==> src/hdl/xvc_pkg.sv <==
// Package for the virtual JTAG cable shift server.
// Holds beat types, result codes, the job handed to the result sequencer and
// the reply-text builder. No dependencies.
package xvc_pkg;

   localparam int unsigned MAX_BYTES_DEF = 32768;

   // Result kinds.
   localparam logic [1:0] KIND_BYTE  = 2'd0;
   localparam logic [1:0] KIND_CLOCK = 2'd1;
   localparam logic [1:0] KIND_CLOSE = 2'd2;

   // Job kinds for the result sequencer.
   localparam logic [1:0] JOB_INFO  = 2'd0;
   localparam logic [1:0] JOB_BYTES = 2'd1;
   localparam logic [1:0] JOB_CLOSE = 2'd2;
   localparam logic [1:0] JOB_SHIFT = 2'd3;

   localparam int unsigned INFO_MAX = 21;

   typedef struct packed {
      logic       op;
      logic [7:0] rx_byte;
      logic       tdo_bit;
   } req_type;

   typedef struct packed {
      logic [1:0] kind;
      logic [7:0] tx_byte;
      logic       tms;
      logic       tdi;
      logic       last;
   } rsp_type;

   // Everything one input beat makes the sequencer emit.
   typedef struct packed {
      logic [1:0]  kind;
      logic [4:0]  len;     // byte count for JOB_BYTES
      logic [31:0] data;    // bytes for JOB_BYTES, first byte lowest
      logic [7:0]  tms;
      logic [7:0]  tdi;
      logic [3:0]  nclk;    // clocks in a shift job, 1 to 8
      logic [7:0]  bflag;   // a reply byte follows clock k
      logic [63:0] bval;    // value of the reply byte after clock k
   } job_type;

   // Number of decimal digits of a value.
   function automatic int unsigned dec_digits(int unsigned v);
      int unsigned n;
      int unsigned t;
      n = 1;
      t = v / 10;
      while (t != 0) begin
         n = n + 1;
         t = t / 10;
      end
      return n;
   endfunction

   function automatic int unsigned info_len(int unsigned maxb);
      return 15 + dec_digits(maxb) + 1;
   endfunction

   // Reply to getinfo, byte i at bits [8*i +: 8].
   function automatic logic [8*INFO_MAX-1:0] info_text(int unsigned maxb);
      logic [8*INFO_MAX-1:0] r;
      logic [8*15-1:0]       pre;
      int unsigned           nd;
      int unsigned           v;
      r   = '0;
      // Fixed version prefix of the reply, first character in the top byte.
      pre = {8'h78, 8'h76, 8'h63, 8'h53, 8'h65, 8'h72, 8'h76, 8'h65,
             8'h72, 8'h5f, 8'h76, 8'h31, 8'h2e, 8'h30, 8'h3a};
      nd  = dec_digits(maxb);
      v   = maxb;
      for (int i = 0; i < 15; i++) begin
         r[8*i +: 8] = pre[8*(14-i) +: 8];
      end
      for (int i = 0; i < 6; i++) begin
         if (i < nd) begin
            r[8*(15+nd-1-i) +: 8] = 8'h30 + 8'(v % 10);
            v = v / 10;
         end
      end
      r[8*(15+nd) +: 8] = 8'h0a;
      return r;
   endfunction

endpackage

==> src/hdl/xvc_seq.sv <==
// Result sequencer: replays one job as a run of result beats through an
// output register. Depends on xvc_pkg.
module xvc_seq
   import xvc_pkg::*;
#(
   parameter int unsigned MAX_BYTES = MAX_BYTES_DEF
) (
   input  logic    clock,
   input  logic    reset,
   input  logic    start,
   input  job_type job,
   output logic    free,
   output logic    rsp_valid,
   input  logic    rsp_ready,
   output rsp_type rsp_data
);

   localparam logic [8*INFO_MAX-1:0] INFO_TEXT = info_text(MAX_BYTES);
   localparam logic [4:0] INFO_LAST = 5'(info_len(MAX_BYTES) - 1);

   logic    busy_ff, busy_in;
   job_type job_ff, job_in;
   logic [4:0] pos_ff, pos_in;
   logic    sub_ff, sub_in;
   logic    rsp_valid_ff, rsp_valid_in;
   rsp_type rsp_ff, rsp_in;
   rsp_type cur;
   logic    cur_last;
   logic    adv;
   logic [2:0] k;

   assign adv = !rsp_valid_ff || rsp_ready;
   assign k   = pos_ff[2:0];

   // Current result of the job in hand.
   always_comb begin
      cur      = '0;
      cur_last = 1'b0;
      case (job_ff.kind)
         JOB_INFO: begin
            cur.kind    = KIND_BYTE;
            cur.tx_byte = INFO_TEXT[8*pos_ff +: 8];
            cur_last    = (pos_ff == INFO_LAST);
         end
         JOB_BYTES: begin
            cur.kind    = KIND_BYTE;
            cur.tx_byte = job_ff.data[8*pos_ff[1:0] +: 8];
            cur_last    = (pos_ff == job_ff.len - 5'd1);
         end
         JOB_SHIFT: begin
            if (sub_ff) begin
               cur.kind    = KIND_BYTE;
               cur.tx_byte = job_ff.bval[8*k +: 8];
               cur_last    = ({1'b0, k} == job_ff.nclk - 4'd1);
            end else begin
               cur.kind = KIND_CLOCK;
               cur.tms  = job_ff.tms[k];
               cur.tdi  = job_ff.tdi[k];
               cur_last = ({1'b0, k} == job_ff.nclk - 4'd1) && !job_ff.bflag[k];
            end
         end
         default: begin
            cur.kind = KIND_CLOSE;
            cur_last = 1'b1;
         end
      endcase
      cur.last = cur_last;
   end

   assign free = !busy_ff || (adv && cur_last);

   // Step through the job and fill the output register.
   always_comb begin
      busy_in      = busy_ff;
      job_in       = job_ff;
      pos_in       = pos_ff;
      sub_in       = sub_ff;
      rsp_in       = rsp_ff;
      rsp_valid_in = rsp_valid_ff && !rsp_ready;
      if (busy_ff && adv) begin
         rsp_in       = cur;
         rsp_valid_in = 1'b1;
         if (cur_last) begin
            busy_in = 1'b0;
         end else if (job_ff.kind == JOB_SHIFT && !sub_ff && job_ff.bflag[k]) begin
            sub_in = 1'b1;
         end else begin
            sub_in = 1'b0;
            pos_in = pos_ff + 5'd1;
         end
      end
      if (start) begin
         busy_in = 1'b1;
         job_in  = job;
         pos_in  = '0;
         sub_in  = 1'b0;
      end
   end

   always_ff @(posedge clock) begin
      if (reset) begin
         busy_ff      <= 1'b0;
         rsp_valid_ff <= 1'b0;
         pos_ff       <= '0;
         sub_ff       <= 1'b0;
      end else begin
         busy_ff      <= busy_in;
         rsp_valid_ff <= rsp_valid_in;
         pos_ff       <= pos_in;
         sub_ff       <= sub_in;
      end
      job_ff <= job_in;
      rsp_ff <= rsp_in;
   end

   assign rsp_valid = rsp_valid_ff;
   assign rsp_data  = rsp_ff;

endmodule

==> config.mk <==
export PLATFORM = sky130hd
export DESIGN_NAME = xvc_seq
export DESIGN_NICKNAME = d
export VERILOG_FILES = /design/src/hdl/xvc_pkg.sv /design/src/hdl/xvc_seq.sv
export SDC_FILE = /design/constraint.sdc
export NUM_CORES = 1
export LEC_CHECK = 0
export BUFFER_PORTS_ARGS = -buffer_cell sky130_fd_sc_hd__buf_2
export CAP_MARGIN = 40
export CELL_PAD_IN_SITES_DETAIL_PLACEMENT = 0
export CELL_PAD_IN_SITES_GLOBAL_PLACEMENT = 1
export CORE_ASPECT_RATIO = 2
export CORE_MARGIN = 4
export CORE_UTILIZATION = 40
export DETAILED_ROUTE_END_ITERATION = 8
export PLACE_DENSITY = 0.81
export SLEW_MARGIN = 40
export SYNTH_ARGS = -nofsm -noshare
export SYNTH_HDL_FRONTEND = slang
export SYNTH_SLANG_ARGS = --single-unit
==> constraint.sdc <==
create_clock -name clock -period 2.9 [get_ports clock]
set_clock_uncertainty 0.05 [all_clocks]
set_input_delay 0.725 -clock clock [delete_from_list [all_inputs] [get_ports clock]]
set_output_delay 0.725 -clock clock [all_outputs]
set_load 0.1 [all_outputs]
=== Yosys cells after proc, flatten, opt, wreduce, memory -nomap -nowiden ===
Index checks and enable logic that the tools add are counted.

* Bits in registers: 152
* Input bits: 135
* Output and inout bits: 15
* Word-level logic and storage cells: 71

* Add/sub/neg operators: 3
* Order comparisons: 1
* Equal/unequal tests: 5
* Shifts and indexed selects: 3
* Mux-type cells: 17
* Bitwise gates (word level): 3
* Reduce and logical (&&, ||, !) cells: 22

{| class="wikitable"
|+ Operators by type and width
! kind !! count
|-
| 168-bit by 9-bit indexed part select with 8-bit output (first input constant) || 1
|-
| 64-bit by 7-bit indexed part select with 8-bit output || 1
|-
| 32-bit by 6-bit indexed part select with 8-bit output || 1
|-
| 8-bit case mux with 3 select lines || 1
|-
| 1-bit 2-to-1 mux || 10
|-
| 1-bit binary-select mux with 3-bit select || 3
|-
| 8-bit 2-to-1 mux || 1
|-
| 1-bit logical AND || 6
|-
| 2-bit OR reduction || 3
|-
| 5-bit by 1-bit adder with 5-bit output (second input constant) || 1
|-
| 5-bit == test || 1
|-
| 5-bit == test (second input constant) || 1
|-
| 1-bit logical NOT || 5
|-
| 5-bit by 1-bit subtractor with 5-bit output (second input constant) || 1
|-
| 3-bit by 4-bit == test with 1-bit output || 1
|-
| 3-bit by 4-bit < comparator with 1-bit output (second input constant) || 1
|-
| 2-bit case mux with 2 select lines || 1
|-
| 2-bit AND reduction || 2
|-
| 2-bit nonzero test || 2
|-
| 4-bit by 1-bit subtractor with 4-bit output (second input constant) || 1
|-
| 1-bit inverter || 3
|-
| 1-bit case mux with 3 select lines || 1
|-
| 3-bit AND reduction || 1
|-
| 2-bit by 1-bit == test with 1-bit output (second input constant) || 1
|-
| 3 further kinds || 4
|}

=== Longest topological paths before layout ===
Gate-level depths: netlist (run 1).

* Depth after elaboration: 9
* Depth in mapped cells: 9
* Depth with buffers taken out: 8

=== Least setup slack after synthesis (run 1) ===
No wires, ideal clock.

* Path type: reg2out
* From: register job_ff[124] (netlist name)
* To: output port free
* Data arrival time: 2.830 ns
* Setup slack: -0.705 ns
* Stages on the path, launching flop included: 8
* Path buffers: 0
* Path through: edfxtp_1 > inv_1 > ha_1 > nor4bb_1 > a32oi_1 > a2111o_1 > o31a_1 > o31ai_4

* Word-level cells in the longest chain between the ends: 5

{| class="wikitable"
|+ Ends and longest elaborated chain
! element !! RTL line !! RTL
|-
| from (decl) || xvc_seq.sv:22 || <nowiki>job_type job_ff, job_in;</nowiki>
|-
| from (signal assigned) || xvc_seq.sv:112 || <nowiki>job_ff <= job_in;</nowiki>
|-
| 5-bit by 1-bit subtractor with 5-bit output || xvc_seq.sv:48 || <nowiki>cur_last = (pos_ff == job_ff.len - 5'd1);</nowiki>
|-
| 5-bit == test || xvc_seq.sv:48 ||
|-
| 1-bit case mux with 3 select lines || xvc_seq.sv:39 || <nowiki>case (job_ff.kind)</nowiki>
|-
| 1-bit logical AND || xvc_seq.sv:70 || <nowiki>assign free = !busy_ff || (adv && cur_last);</nowiki>
|-
| 1-bit logical OR || xvc_seq.sv:70 ||
|-
| to (decl) || xvc_seq.sv:12 || <nowiki>output logic free,</nowiki>
|}

No other way between the ends.

=== Worst setup path after layout (run 1) ===
* From: register job_ff[125] (netlist name)
* To: output port free

The elaborated chain is that of the path after synthesis.

==> results of run 1 <==
==> synthesized netlist by cell type (2+ instances only) <==
cell type,n
edfxtp_1,144
mux4_2,31
inv_1,14
nand2_1,14
a21oi_1,13
nor2_1,13
mux2i_1,12
o21ai_0,10
nand3_1,9
dfxtp_1,8
ha_1,8
xnor2_1,8
buf_2,7
clkbuf_1,7
o22ai_1,6
nor3_1,5
a21boi_1,4
o21ai_1,4
buf_1,3
nor4_1,3
o31a_1,3
nand2b_1,2
nor2b_1,2
nor4bb_1,2
o31ai_4,2
==> timing repair <==
action / CTS / global route
gates cloned: 0 / 0
pin swaps: 2 / 0
setup endpoints to repair: 1 / 1
gates resized for setup: 1 / 0
==> routing by layer <==
layer,track usage,wire length (µm),up-vias,part of all wire
met1,0.159,4400,1859,0.32
li1,-,-,1783,-
met4,0.0854,488,0,0.035
met2,0.311,8400,121,0.61
met5,0,0,-,0
met3,0.0354,545,33,0.039
==> sequential cells by signal, indices dropped and copies added, names as in the netlist <==
name / cells
job_ff: 131
rsp_data: 13
pos_ff: 5
busy_ff: 1
rsp_valid: 1
sub_ff: 1
==> through the flow <==
stage / setup WS [ps] / total power, mW / area (µm²) / cells / util
after global routing: -683 / 5.64 / 8050 / 743 / 0.523
after floorplan: -603 / 2.98 / 6290 / 355 / -
after detailed placement: -164 / 3.22 / 7440 / 711 / 0.484
after global placement: -137 / 3.20 / 7440 / 711 / 0.484
after CTS: -603 / 5.50 / 8050 / 742 / 0.523
final: -585 / 5.44 / 8050 / 743 / 0.523
==> logic make-up (layout without fill, tap and decap cells) <==
| family | after synthesis | count (layout) |
|---|---|---|
| AOI/OAI and AO/OA | 56 | 56 |
| xor gates and xnor gates | 9 | 9 |
| adders and majority gates | 8 | 8 |
| buffers and inverters | 32 | 221 |
| DFF | 152 | 152 |
| muxes | 43 | 43 |
| other | 0 | 1 |
| and+or+nand+nor | 55 | 55 |
==> power by group <==
| group | switching, mW | total, mW | internal (mW) |
|---|---|---|---|
| combinational | 0.309 | 0.529 | 0.219 |
| sequential | 0.0514 | 2.64 | 2.59 |
| clock | 0.836 | 2.26 | 1.43 |
| total | 1.20 | 5.44 | 4.24 |
==> layout make-up <==
cell class,instances,area [µm²],area share
Timing Repair Buffer,175,971,0.121
Inverter,15,56.3,0.00700
Clock inverter,13,180,0.0224
Antenna cell,1,2.50,0.000311
Clock buffer,18,429,0.0533
Tap cell,198,248,0.0308
Multi-Input combinational cell,171,1670,0.208
Sequential cell,152,4490,0.558
==> how the worst max path moves through the flow <==
| stage | start | endpoint | depth (start not counted) |
|---|---|---|---|
| finish | job_ff[125] | free | 8 |
| global route | job_ff[125] | free | 8 |
| detailed placement | job_ff[125] | free | 8 |
| CTS | job_ff[125] | free | 8 |
| floorplan | job_ff[124] | free | 7 |
| global placement | job_ff[125] | free | 8 |
==> worst max-delay path: stages, from the launching register on <==
cell      delay [ps]
edfxtp_1         410
inv_2             90
ha_4             200
nor4bb_1         260
a32oi_1          140
a2111o_1         450
o31a_1           300
o31ai_4          240
buf_12           210
==> results_dict.tcl, run 1 <==
set metrics [dict create \
    grt_overflow 0 \
    rsz0062_at_grt "true" \
    criticalPathCategory "register to output port" \
    wire_per_inst_um 18.6 \
    rows 64 \
    synth_top_area_frac 0.689 \
    whs_path_depth 1 \
    syn_nets 498 \
    dpl.hpwl_mm 10.3 \
    ys.flop_type "edfxtp_1" \
    synth_edf_count 144 \
    syn_area_um2 6270 \
    drive_gt1_frac 0.449 \
    yosys.area_share.simple 0.0435 \
    die_h_um 185 \
    grt_pass1_wl_mm 21.0 \
    ys.warnings.count 0 \
    start_util 0.408 \
    dieArea_um2 17900 \
    hold_viol 0 \
    synth_compound_area_frac 0.0624 \
    cap_violations 0 \
    syn-mean-instance-area_um2 17.7 \
    fin_hold_ws_ps 421 \
    start_kind "register" \
    ios 150 \
    synth.area.top_cells "edfxtp_1, mux4_2, dfxtp_1, mux2i_1, ha_1" \
    timing.setup.tns_ps -585 \
    grt_pass1_vias 4181 \
    cts.sink_count 152 \
    port_buffers 149 \
    cp_data_arrival_time_ps 2710 \
    p_leak_nw 3.06 \
    rrSetupSlack_ps 230 \
    synthXorXnorAreaFrac 0.0126 \
    slew_headroom 0.583 \
    cts_tree "built" \
    period_minus_slack_ps 3480 \
    drt.antenna.violating_nets 0 \
    slew_viol_final 0 \
    yosysTopAreaCell "edfxtp_1" \
    setup_ws_ps -585 \
    clk_path_buf_depth 2 \
    layout_common_cells "buf_2, edfxtp_1, mux4_2" \
    r2r_end "rsp_data[3]" \
    finalSetupViolCount 1 \
    worstHoldEndpoint "job_ff[96]" \
    cts-root-buf "clkbuf_16" \
    cts_setup_buffers 0 \
    vdd_drop_max_mv 0.402 \
    ys_seq_area_frac 0.715 \
    drcViolationCount 0 \
    crit_path_end_kind "output port" \
    hold_path.startpoint "job[96]" \
    max_freq_mhz 287 \
    r2r_start "pos_ff[0]" \
    area_growth_pct 28.3 \
    r2r_cells 7 \
    yosys.area_share.adder 0.0160 \
    grt_use_total 0.164 \
    cp.required_ps 2120 \
    synth_top_family_by_area "multiplexers" \
    synthArstFlopShare 0 \
    drt_pass1_iterations 4 \
    place.gp.congestion 0.877 \
    cts_hold_buf 0 \
    totalWireLength_mm 13.8 \
    hold_class "input port to register" \
    clk_pin_slew_ps 60 \
    final_common_cell "buf_2" \
    core_area_um2 15400 \
    vias 3796 \
    synthCells 355 \
    violations "setup timing" \
    drt_iter0_drc 99 \
    chipWidth_um 96.6 \
    fill_cells 1291 \
    worst_skew_pair.late_latency_ps 420 \
    finalCritPeriodShare 1.20 \
    grt_max_degree 57 \
    antenna_found_initial 1 \
    finalNetCount 675 \
    synth_mux_area_frac 0.130 \
    status "finished with violations" \
    cts_buffers 17 \
    drt-vias-per-instance 5.11 \
    yosysUniqueCellTypes 46 \
    tightest_slew_ps 626 \
    power_density_nw_per_um2 675 \
    yosys_register_bits 152 \
    cp_max_fo 2 \
    h-tree-depth 4 \
]
Note: power is estimated with default switching activity, not from simulation.
==> run 2: changes to the inputs <==
CORE_UTILIZATION = 42   (was 40)
CTS_BUF_LIST = sky130_fd_sc_hd__clkbuf_8   (was unset)
PLACE_DENSITY = 0.84   (was 0.81)
==> results_dict.tcl, run 2 (synthesis results as in run 1) <==
set metrics [dict create \
    rows 63 \
    worst_skew_pair.late_latency_ps 450 \
    cts_buffers 17 \
    h-tree-depth 4 \
    p_leak_nw 2.97 \
    dpl.hpwl_mm 10.1 \
    drt_iter0_drc 171 \
    max_freq_mhz 285 \
    r2r_cells 7 \
    drive_gt1_frac 0.450 \
    grt_overflow 0 \
    final_area_um2 7850 \
    start_kind "register" \
    dp_cells 705 \
    whs_path_depth 1 \
    cts.sink_count 152 \
    vias 3791 \
    hold_viol 0 \
    drt_pass1_iterations 5 \
    grt_max_degree 59 \
    crit_path_end_kind "output port" \
    antenna_found_initial 1 \
    vdd_drop_max_mv 0.432 \
    finalNetCount 674 \
    start_util 0.426 \
    finalSetupViolCount 1 \
    setup_ws_ps -605 \
    cts-root-buf "clkbuf_8" \
    drt.antenna.violating_nets 0 \
    clk_pin_slew_ps 90 \
    totalWireLength_mm 13.7 \
    rrSetupSlack_ps 340 \
    timing.setup.tns_ps -605 \
    cap_violations 0 \
    dieArea_um2 17100 \
    drt-vias-per-instance 5.12 \
    grt_use_total 0.167 \
    rsz0062_at_grt "true" \
    violations "setup timing" \
    ios 150 \
    cts_tree "built" \
    top_register "job_ff" \
    slew_viol_final 0 \
    largest_reg_flops 131 \
    criticalPathCategory "register to output port" \
    cp_max_fo 2 \
    layout_common_cells "buf_2, edfxtp_1, mux4_2" \
    core_area_um2 14700 \
    instances_no_fill 740 \
    pre_cts_ws_ps -197 \
    grt_pass1_wl_mm 20.6 \
    power.total_mw 4.80 \
    cp.required_ps 2120 \
    status "finished with violations" \
    die_h_um 181 \
    chipWidth_um 94.4 \
    place.gp.congestion 0.830 \
    hold_class "input port to register" \
    final_common_cell "buf_2" \
    cp_data_arrival_time_ps 2730 \
    grt_pass1_vias 4047 \
    port_buffers 149 \
    area_growth_pct 25.1 \
    power_density_nw_per_um2 611 \
    slew_headroom 0.645 \
    clk_path_buf_depth 2 \
    drcViolationCount 0 \
    post_dp_cell_area_um2 7410 \
    period_minus_slack_ps 3500 \
    wire_per_inst_um 18.5 \
    tightest_slew_ps 532 \
    finalCritPeriodShare 1.21 \
]
run 2: cell types whose count changed in the layout (fill, tap and decap cells not counted), sizes merged:
cell / delta
clkbuf: -1
bufinv: -1
inv: +4
buf: -1
clkinvlp: +1
clkinv: -2
run 2: final timing paths:
kind / start / to
max: job_ff[124] / free
min: job[43] / job_ff[43]
max reg2reg: pos_ff[0] / rsp_data[3]
min reg2reg: sub_ff / sub_ff
run 2: critical path, stage by stage (launching register included):
cell	delay [ps]
edfxtp_1	380
inv_2	60
ha_4	270
buf_6	90
nand2_1	40
a211o_1	250
a2111o_1	440
o31a_1	290
o31ai_4	250
buf_12	210
run 2: metal layers:
layer  global-route usage  up-vias  part of all wire
li1                     -     1774                 -
met1                0.156     1879              0.32
met2                0.325      112              0.61
met3               0.0325       26             0.040
met4               0.0891        0             0.037
met5                    0        -                 0
run 2: repair_timing:
item	4_1_cts	5_1_grt
hold endpoints to repair	0	0
buffers inserted	0	2
pin swaps	3	1
hold buffers	0	0
gates resized for setup	2	1
setup endpoints to repair	1	1
run 2: where the power goes:
| group | leakage (nW) | internal [mW] | switching (mW) |
|---|---|---|---|
| clock | 0.202 | 0.853 | 0.772 |
| combinational | 1.29 | 0.222 | 0.314 |
| sequential | 1.47 | 2.59 | 0.0499 |
| total | 2.97 | 3.66 | 1.14 |
run 2: cell type report:
type,count,area [µm²]
antenna,1,2.50
clock inverter,15,178
clock buffer,17,234
timing repair buffer,174,967
fill,1222,6890
tap,195,244
inverter,15,56.3
sequential,152,4490
multi-input combinational,171,1680
run 2: metrics by stage:
step                hold WS [ps]   util
CTS                          372  0.531
global placement             458  0.503
floorplan                    420      -
detailed placement           450  0.503
global route                 369  0.532
finish                       402  0.532
